**src/sv/u8l1_pkg.sv**
```systemverilog
// ----------------------------------------------------------------------------
// u8l1_pkg
// Shared types and constants for the UTF-8 to Latin-1 transcoder.
// ----------------------------------------------------------------------------
package u8l1_pkg;

  // Widths of the decode state
  localparam int unsigned CodeW    = 21;
  localparam int unsigned PendingW = 2;

  // Lead byte patterns and masks
  localparam logic [7:0] Lead2Mask = 8'hE0;
  localparam logic [7:0] Lead2Pat  = 8'hC0;
  localparam logic [7:0] Lead3Mask = 8'hF0;
  localparam logic [7:0] Lead3Pat  = 8'hE0;
  localparam logic [7:0] Lead4Mask = 8'hF8;
  localparam logic [7:0] Lead4Pat  = 8'hF0;

  // Sequence lengths as continuation counts
  localparam logic [PendingW-1:0] PendNone = 2'd0;
  localparam logic [PendingW-1:0] PendOne  = 2'd1;
  localparam logic [PendingW-1:0] PendTwo  = 2'd2;
  localparam logic [PendingW-1:0] PendThree = 2'd3;

  // Special characters
  localparam logic [CodeW-1:0] RightQuoteCp = 21'h002019;
  localparam logic [7:0]       Apostrophe   = 8'h27;
  localparam logic [7:0]       Terminator   = 8'h00;
  localparam logic [7:0]       ReplReset    = 8'h3F;

  // Result of decoding one word against the current state
  typedef struct packed {
    logic                emit;
    logic [7:0]          out_byte;
    logic                end_of_text;
    logic [CodeW-1:0]    code_nxt;
    logic [PendingW-1:0] pending_nxt;
  } dec_t;

endpackage

```
**src/sv/u8l1_ifs.sv**
```systemverilog
// ----------------------------------------------------------------------------
// u8l1 channel interfaces
// Valid/ready channels for the input byte stream and the result stream.
// ----------------------------------------------------------------------------
interface u8l1_in_if;
  logic       valid;
  logic       ready;
  logic [7:0] in_byte;

  modport source (output valid, output in_byte, input ready);
  modport sink   (input valid, input in_byte, output ready);
endinterface

interface u8l1_out_if;
  logic       valid;
  logic       ready;
  logic [7:0] out_byte;
  logic       end_of_text;

  modport source (output valid, output out_byte, output end_of_text, input ready);
  modport sink   (input valid, input out_byte, input end_of_text, output ready);
endinterface

```
**src/sv/u8l1_decode.sv**
```systemverilog
// ----------------------------------------------------------------------------
// u8l1_decode
// Single-pass decode of one UTF-8 byte against the gathered code point and
// the count of continuation bytes still expected.
// ----------------------------------------------------------------------------
module u8l1_decode (
  input  logic [7:0]                     in_byte,
  input  logic [u8l1_pkg::CodeW-1:0]     code,
  input  logic [u8l1_pkg::PendingW-1:0]  pending,
  input  logic [7:0]                     repl_char,
  output u8l1_pkg::dec_t                 dec
);

  logic [u8l1_pkg::CodeW-1:0]    cp;
  logic [u8l1_pkg::CodeW-1:0]    cont_code;
  logic [u8l1_pkg::PendingW-1:0] cont_pending;
  logic [7:0]                    latin;

  // Append the low six bits of a continuation word
  assign cont_code    = {code[u8l1_pkg::CodeW-7:0], in_byte[5:0]};
  assign cont_pending = pending - u8l1_pkg::PendOne;

  // Code point to map: a finished sequence or a single word
  assign cp = (pending != u8l1_pkg::PendNone) ? cont_code
                                              : {14'd0, in_byte[6:0]};

  // Map the code point onto Latin-1
  always_comb begin
    priority if (cp[u8l1_pkg::CodeW-1:8] == '0) begin
      latin = cp[7:0];
    end else if (cp == u8l1_pkg::RightQuoteCp) begin
      latin = u8l1_pkg::Apostrophe;
    end else begin
      latin = repl_char;
    end
  end

  // Pick the next state and result
  always_comb begin
    dec.emit        = 1'b1;
    dec.out_byte    = latin;
    dec.end_of_text = 1'b0;
    dec.code_nxt    = '0;
    dec.pending_nxt = u8l1_pkg::PendNone;
    priority if (in_byte == u8l1_pkg::Terminator) begin
      // drop any partial sequence and close the text
      dec.out_byte    = u8l1_pkg::Terminator;
      dec.end_of_text = 1'b1;
    end else if (pending != u8l1_pkg::PendNone) begin
      dec.pending_nxt = cont_pending;
      if (cont_pending != u8l1_pkg::PendNone) begin
        dec.emit     = 1'b0;
        dec.code_nxt = cont_code;
      end
    end else if ((in_byte & u8l1_pkg::Lead2Mask) == u8l1_pkg::Lead2Pat) begin
      dec.emit        = 1'b0;
      dec.code_nxt    = {16'd0, in_byte[4:0]};
      dec.pending_nxt = u8l1_pkg::PendOne;
    end else if ((in_byte & u8l1_pkg::Lead3Mask) == u8l1_pkg::Lead3Pat) begin
      dec.emit        = 1'b0;
      dec.code_nxt    = {17'd0, in_byte[3:0]};
      dec.pending_nxt = u8l1_pkg::PendTwo;
    end else if ((in_byte & u8l1_pkg::Lead4Mask) == u8l1_pkg::Lead4Pat) begin
      dec.emit        = 1'b0;
      dec.code_nxt    = {18'd0, in_byte[2:0]};
      dec.pending_nxt = u8l1_pkg::PendThree;
    end else begin
      // stray or plain word stands alone as its low seven bits
      dec.emit = 1'b1;
    end
  end

endmodule

```
**src/sv/utf8_to_latin1_transcoder.sv**
```systemverilog
// ----------------------------------------------------------------------------
// utf8_to_latin1_transcoder
// Turns a UTF-8 byte stream into Latin-1 words, one result per character.
// ----------------------------------------------------------------------------
// Result words are registered in the output register, or in its skid entry.
// Throughput: one input word per cycle while the skid entry is empty; the
//   per-word decode and the state update close together, and a two-entry
//   output buffer keeps the input open through an output stall until it fills.
// Reset (rst_n low, synchronous): clears the partial code point, the pending
//   count and the output buffer; replacement character returns to '?'.
module utf8_to_latin1_transcoder (
  input  logic              clk,
  input  logic              rst_n,
  input  logic              cfg_we,
  input  logic [7:0]        cfg_wdata,
  u8l1_in_if.sink           in_ch,
  u8l1_out_if.source        out_ch
);

  logic [u8l1_pkg::CodeW-1:0]    code_r;
  logic [u8l1_pkg::PendingW-1:0] pending_r;
  logic [7:0]                    repl_r;
  logic                          out_valid_r;
  logic [7:0]                    out_byte_r;
  logic                          out_eot_r;
  logic                          skid_valid_r;
  logic [7:0]                    skid_byte_r;
  logic                          skid_eot_r;
  u8l1_pkg::dec_t                dec;
  logic                          accept;
  logic                          push;
  logic                          pop;

  assign in_ch.ready = ~skid_valid_r;
  assign accept      = in_ch.valid & in_ch.ready;
  assign push        = accept & dec.emit;
  assign pop         = out_valid_r & out_ch.ready;

  assign out_ch.valid       = out_valid_r;
  assign out_ch.out_byte    = out_byte_r;
  assign out_ch.end_of_text = out_eot_r;

  u8l1_decode u_decode (
    .in_byte   (in_ch.in_byte),
    .code      (code_r),
    .pending   (pending_r),
    .repl_char (repl_r),
    .dec       (dec)
  );

  // Replacement character register
  always_ff @(posedge clk) begin
    if (!rst_n) begin
      repl_r <= u8l1_pkg::ReplReset;
    end else if (cfg_we) begin
      repl_r <= cfg_wdata;
    end
  end

  // Advance the decode state on each accepted word
  always_ff @(posedge clk) begin
    if (!rst_n) begin
      code_r    <= '0;
      pending_r <= u8l1_pkg::PendNone;
    end else if (accept) begin
      code_r    <= dec.code_nxt;
      pending_r <= dec.pending_nxt;
    end
  end

  // Output register with a skid entry behind it
  always_ff @(posedge clk) begin
    if (!rst_n) begin
      out_valid_r  <= 1'b0;
      skid_valid_r <= 1'b0;
    end else if (skid_valid_r) begin
      if (pop) begin
        out_valid_r  <= 1'b1;
        skid_valid_r <= 1'b0;
      end
    end else if (push) begin
      if (!out_valid_r || pop) begin
        out_valid_r <= 1'b1;
      end else begin
        skid_valid_r <= 1'b1;
      end
    end else if (pop) begin
      out_valid_r <= 1'b0;
    end
  end

  // Payload of the output buffer
  always_ff @(posedge clk) begin
    if (skid_valid_r) begin
      if (pop) begin
        out_byte_r <= skid_byte_r;
        out_eot_r  <= skid_eot_r;
      end
    end else if (push) begin
      if (!out_valid_r || pop) begin
        out_byte_r <= dec.out_byte;
        out_eot_r  <= dec.end_of_text;
      end else begin
        skid_byte_r <= dec.out_byte;
        skid_eot_r  <= dec.end_of_text;
      end
    end
  end

  // Skid entry is only ever filled behind a full output register
  a_skid_behind_out : assert property (@(posedge clk) disable iff (!rst_n)
    skid_valid_r |-> out_valid_r)
    else $error("skid entry valid with empty output register");

  // A zero word always leaves the decoder with nothing pending
  a_zero_clears : assert property (@(posedge clk) disable iff (!rst_n)
    (accept && in_ch.in_byte == u8l1_pkg::Terminator) |=>
      (pending_r == u8l1_pkg::PendNone && code_r == '0))
    else $error("terminator did not clear decode state");

  // The terminator word carries a zero byte
  a_eot_zero : assert property (@(posedge clk) disable iff (!rst_n)
    (out_valid_r && out_eot_r) |-> (out_byte_r == u8l1_pkg::Terminator))
    else $error("end of text with nonzero byte");

  // Mid-sequence words count down without emitting
  a_countdown : assert property (@(posedge clk) disable iff (!rst_n)
    (accept && in_ch.in_byte != u8l1_pkg::Terminator &&
     (pending_r == u8l1_pkg::PendTwo || pending_r == u8l1_pkg::PendThree)) |->
      (!dec.emit && dec.pending_nxt == pending_r - u8l1_pkg::PendOne))
    else $error("continuation count out of step");

endmodule

```
**src/flat_wrapper.sv**
```systemverilog
// flat-port wrapper written by rule: the top's interface ports become plain ports
module utf8_to_latin1_transcoder_flat 
  (clk, rst_n, cfg_we, cfg_wdata, in_ch_valid, in_ch_in_byte, in_ch_ready, out_ch_valid, out_ch_out_byte, out_ch_end_of_text, out_ch_ready);
  u8l1_in_if in_ch_i ();
  u8l1_out_if out_ch_i ();
  input  logic clk;
  input  logic rst_n;
  input  logic cfg_we;
  input  logic [7:0] cfg_wdata;
  input wire logic [$bits(in_ch_i.valid)-1:0] in_ch_valid;
  input wire logic [$bits(in_ch_i.in_byte)-1:0] in_ch_in_byte;
  output wire logic [$bits(in_ch_i.ready)-1:0] in_ch_ready;
  output wire logic [$bits(out_ch_i.valid)-1:0] out_ch_valid;
  output wire logic [$bits(out_ch_i.out_byte)-1:0] out_ch_out_byte;
  output wire logic [$bits(out_ch_i.end_of_text)-1:0] out_ch_end_of_text;
  input wire logic [$bits(out_ch_i.ready)-1:0] out_ch_ready;
  assign in_ch_i.valid = in_ch_valid;
  assign in_ch_i.in_byte = in_ch_in_byte;
  assign in_ch_ready = in_ch_i.ready;
  assign out_ch_valid = out_ch_i.valid;
  assign out_ch_out_byte = out_ch_i.out_byte;
  assign out_ch_end_of_text = out_ch_i.end_of_text;
  assign out_ch_i.ready = out_ch_ready;
  utf8_to_latin1_transcoder u_core (.clk(clk), .rst_n(rst_n), .cfg_we(cfg_we), .cfg_wdata(cfg_wdata), .in_ch(in_ch_i), .out_ch(out_ch_i));
endmodule
```
**config.mk**
```make
export PLATFORM = sky130hd
export DESIGN_NAME = utf8_to_latin1_transcoder_flat
export DESIGN_NICKNAME = d
export VERILOG_FILES = /design/src/sv/u8l1_pkg.sv /design/src/sv/u8l1_ifs.sv /design/src/sv/u8l1_decode.sv /design/src/sv/utf8_to_latin1_transcoder.sv /design/src/flat_wrapper.sv
export SDC_FILE = /design/constraint.sdc
export NUM_CORES = 1
export LEC_CHECK = 0
export BUFFER_PORTS_ARGS = -buffer_cell sky130_fd_sc_hd__buf_2
export CAP_MARGIN = 10
export CORE_MARGIN = 10
export CORE_UTILIZATION = 61
export CTS_CLUSTER_DIAMETER = 60
export DETAILED_ROUTE_END_ITERATION = 12
export GPL_ROUTABILITY_DRIVEN = 0
export PLACE_DENSITY = 0.87
export SLEW_MARGIN = 20
export SYNTH_ARGS = -nofsm -noshare
export SYNTH_HDL_FRONTEND = slang
export SYNTH_HIERARCHICAL = 1
export SYNTH_SLANG_ARGS = --single-unit
```
**constraint.sdc**
```tcl
create_clock -name clk -period 3.05 [get_ports clk]
set_clock_uncertainty 0.05 [all_clocks]
set_input_delay 0.1525 -clock clk [delete_from_list [all_inputs] [get_ports clk]]
set_output_delay 0.1525 -clock clk [all_outputs]
set_load 0.05 [all_outputs]
```
==> run summary <==
Port Buffers - 31
Routed via count - 1685
Layout net count - 266
Initial antenna violation count - 0
Worst Hold End - u_core/skid_valid_r
PD cells - 504 mW/mm^2
Initial Utilization - 62.8%
RSZ-0062 raised after global routing - false
Die Y - 78.6 um
Synth Cell Area - 0.00209 mm^2
Final Cycle Share - 72.4%
Fill cells - 240
Final setup fails - 0
Hold Path Depth - 4
Startpoint of the worst hold path - out_ch_ready
Tot GR Track Use - 15.3%
Crit path max fanout - 7
Routing usage on met2 - 23.5%
Crit path required time - 3.25 ns
Routed WL per cell - 15.5 um
Worst reg2reg path depth - 5
Largest net degree at the start of global routing - 28
Startpoint types - flop
DRT iter0 DRCs - 152
Syn Nets - 233
Reg-to-Reg Start - u_core/code_r[10]
# IOs - 32
First-pass GRT wire length - 7590 um
Later-pin clock latency in the skew report - 0.36 ns
Post-DR vias/cell - 5.77
Synth Area per Inst - 9.88 um^2
Worst Max-Slew Pin Slew - 0.554 ns
FF-to-FF End - u_core/out_ch.out_byte[6]
Warnings from Yosys - 6
Core ar. - 0.00334 mm^2
DP Worst Slack - 0.903 ns
CTS buffer count - 5
Synthesized netlist cell count - 212
Final antenna-violating net count - 0
Slew Limit Fails - 0
Register area - 0.00108 mm^2
Tmin final - 2.21 ns
Vias in the first global route - 1592
H-tree depth - 2
P_leak - 0.967 nW
Worst setup path class - reg -> reg
Number of max-cap violations - 0
Detail Placement HPWL - 3000 um
Ant. Diodes - 0
GR Layer Usage met1 - 18.8%
Grt ovf - 0
Setup ws final - 0.841 ns
Post-CTS Setup Inserts - 0
Arrival time at the worst endpoint - 2.41 ns
F_max - 453 MHz
Fraction of layout cells with a size suffix above 1 - 24.0%
Area grow syn2layout - 15.1%
# DRC - 0
CTS root buf - clkbuf_4
Drt total wl - 4530 um
VDD IR max - 0.403 mV
Clock buffer depth - 2
Status - finished, final reports clean
CTS tree - done
Worst slew margin - 63.0%
CTS clk-pin slew, worst paths - 0.14 ns
Hold_ws - 0.0390 ns
Busiest grt layer - met2
Total Power - 0.00121 W
Die area - 0.00618 mm^2
Reg2Reg Setup Slack - 0.84 ns
Pre-antenna DRT Iters - 4
Hold Path Class - in -> reg
Row cnt - 21
Area of the multi-input gates - 911 um^2
Grt met3 use - 5.47%
Die width - 78.6 um
Final Hold Fails - 0
CTS Sinks - 45
Setup TNS - 0 ns
Critical Path End Type - flop
==> report_power, final <==
part	switching (W)	internal [W]
Sequential	0.0000139	0.000652
Combinational	0.000108	0.0000620
Clock	0.000204	0.000174
Total	0.000326	0.000887
==> how the worst max path moves through the flow <==
stage                   startpoint                        end  cells after the start  slack, ns
4_1_cts          u_core/code_r[10]  u_core/out_ch.out_byte[6]                      5       0.92
5_1_grt          u_core/code_r[10]  u_core/out_ch.out_byte[6]                      5       0.78
6_report         u_core/code_r[10]  u_core/out_ch.out_byte[6]                      5       0.84
3_3_place_gp     u_core/code_r[10]  u_core/out_ch.out_byte[1]                      5       0.97
2_1_floorplan  u_core/pending_r[0]      u_core/skid_byte_r[0]                      6       0.93
3_5_place_dp      in_ch_in_byte[0]      u_core/skid_byte_r[5]                      8       0.90
==> cell type report <==
type,instances,share of cell area (%)
clock inverter,3,1.92
timing repair buffer,41,10.4
inverter,7,1.09
sequential,45,44.9
tap,46,2.39
multi-input combinational,145,37.8
clock buffer,5,1.56
==> layout by cell type, fill, tap and decap left out, types with 2 or more instances in the layout <==
cell,n
a21boi_0,4
a21boi_1,14
a21oi_1,4
a31oi_1,2
and2_1,3
and3_1,9
buf_2,31
buf_4,2
clkbuf_4,5
dfxtp_1,27
dlygate4sd3_1,8
edfxtp_1,18
inv_1,7
mux2_2,9
mux2i_1,9
nand2_1,50
nand3_1,3
nor2_1,5
nor2b_1,2
nor4_1,5
o21a_1,2
o21ai_0,3
o221a_2,4
o22ai_1,2
==> through the flow <==
stage | utilization, % | instances | area [um^2]
6_report | 72.2 | 292 | 2410
5_1_grt | 72.2 | 292 | 2410
4_1_cts | 72.2 | 292 | 2410
3_5_place_dp | 67.3 | 276 | 2250
3_3_place_gp | 67.3 | 276 | 2250
2_1_floorplan | - | 212 | 2090
==> worst max-delay path, cell delays in order (launching register included) <==
cell,delay [ns]
dfxtp_1,0.34
nor4_1,0.32
nand3_1,0.29
o21a_1,0.33
o31ai_1,0.50
mux2_2,0.25
==> sequential cells by signal, indices dropped and copies added, names as in the netlist <==
| signal | count |
|---|---|
| u_core/code_r | 15 |
| u_core/out_ch.end_of_text | 1 |
| u_core/out_ch.out_byte | 8 |
| u_core/out_ch.valid | 1 |
| u_core/pending_r | 2 |
| u_core/repl_r | 8 |
| u_core/skid_byte_r | 8 |
| u_core/skid_eot_r | 1 |
| u_core/skid_valid_r | 1 |
==> metal layers <==
metal | wire [um] | share of wire [%] | vias up
li1 | - | - | 816
met1 | 2040 | 45 | 801
met2 | 2080 | 46 | 58
met3 | 308 | 6.8 | 10
met4 | 105 | 2.3 | 0
met5 | 0 | 0 | -
==> timing repair <==
action / in CTS / in global routing
hold endpoints to repair: 8 / 0
hold buffers: 8 / 0
resized for setup: 0 / 0
(Power assumes the default switching activity.)
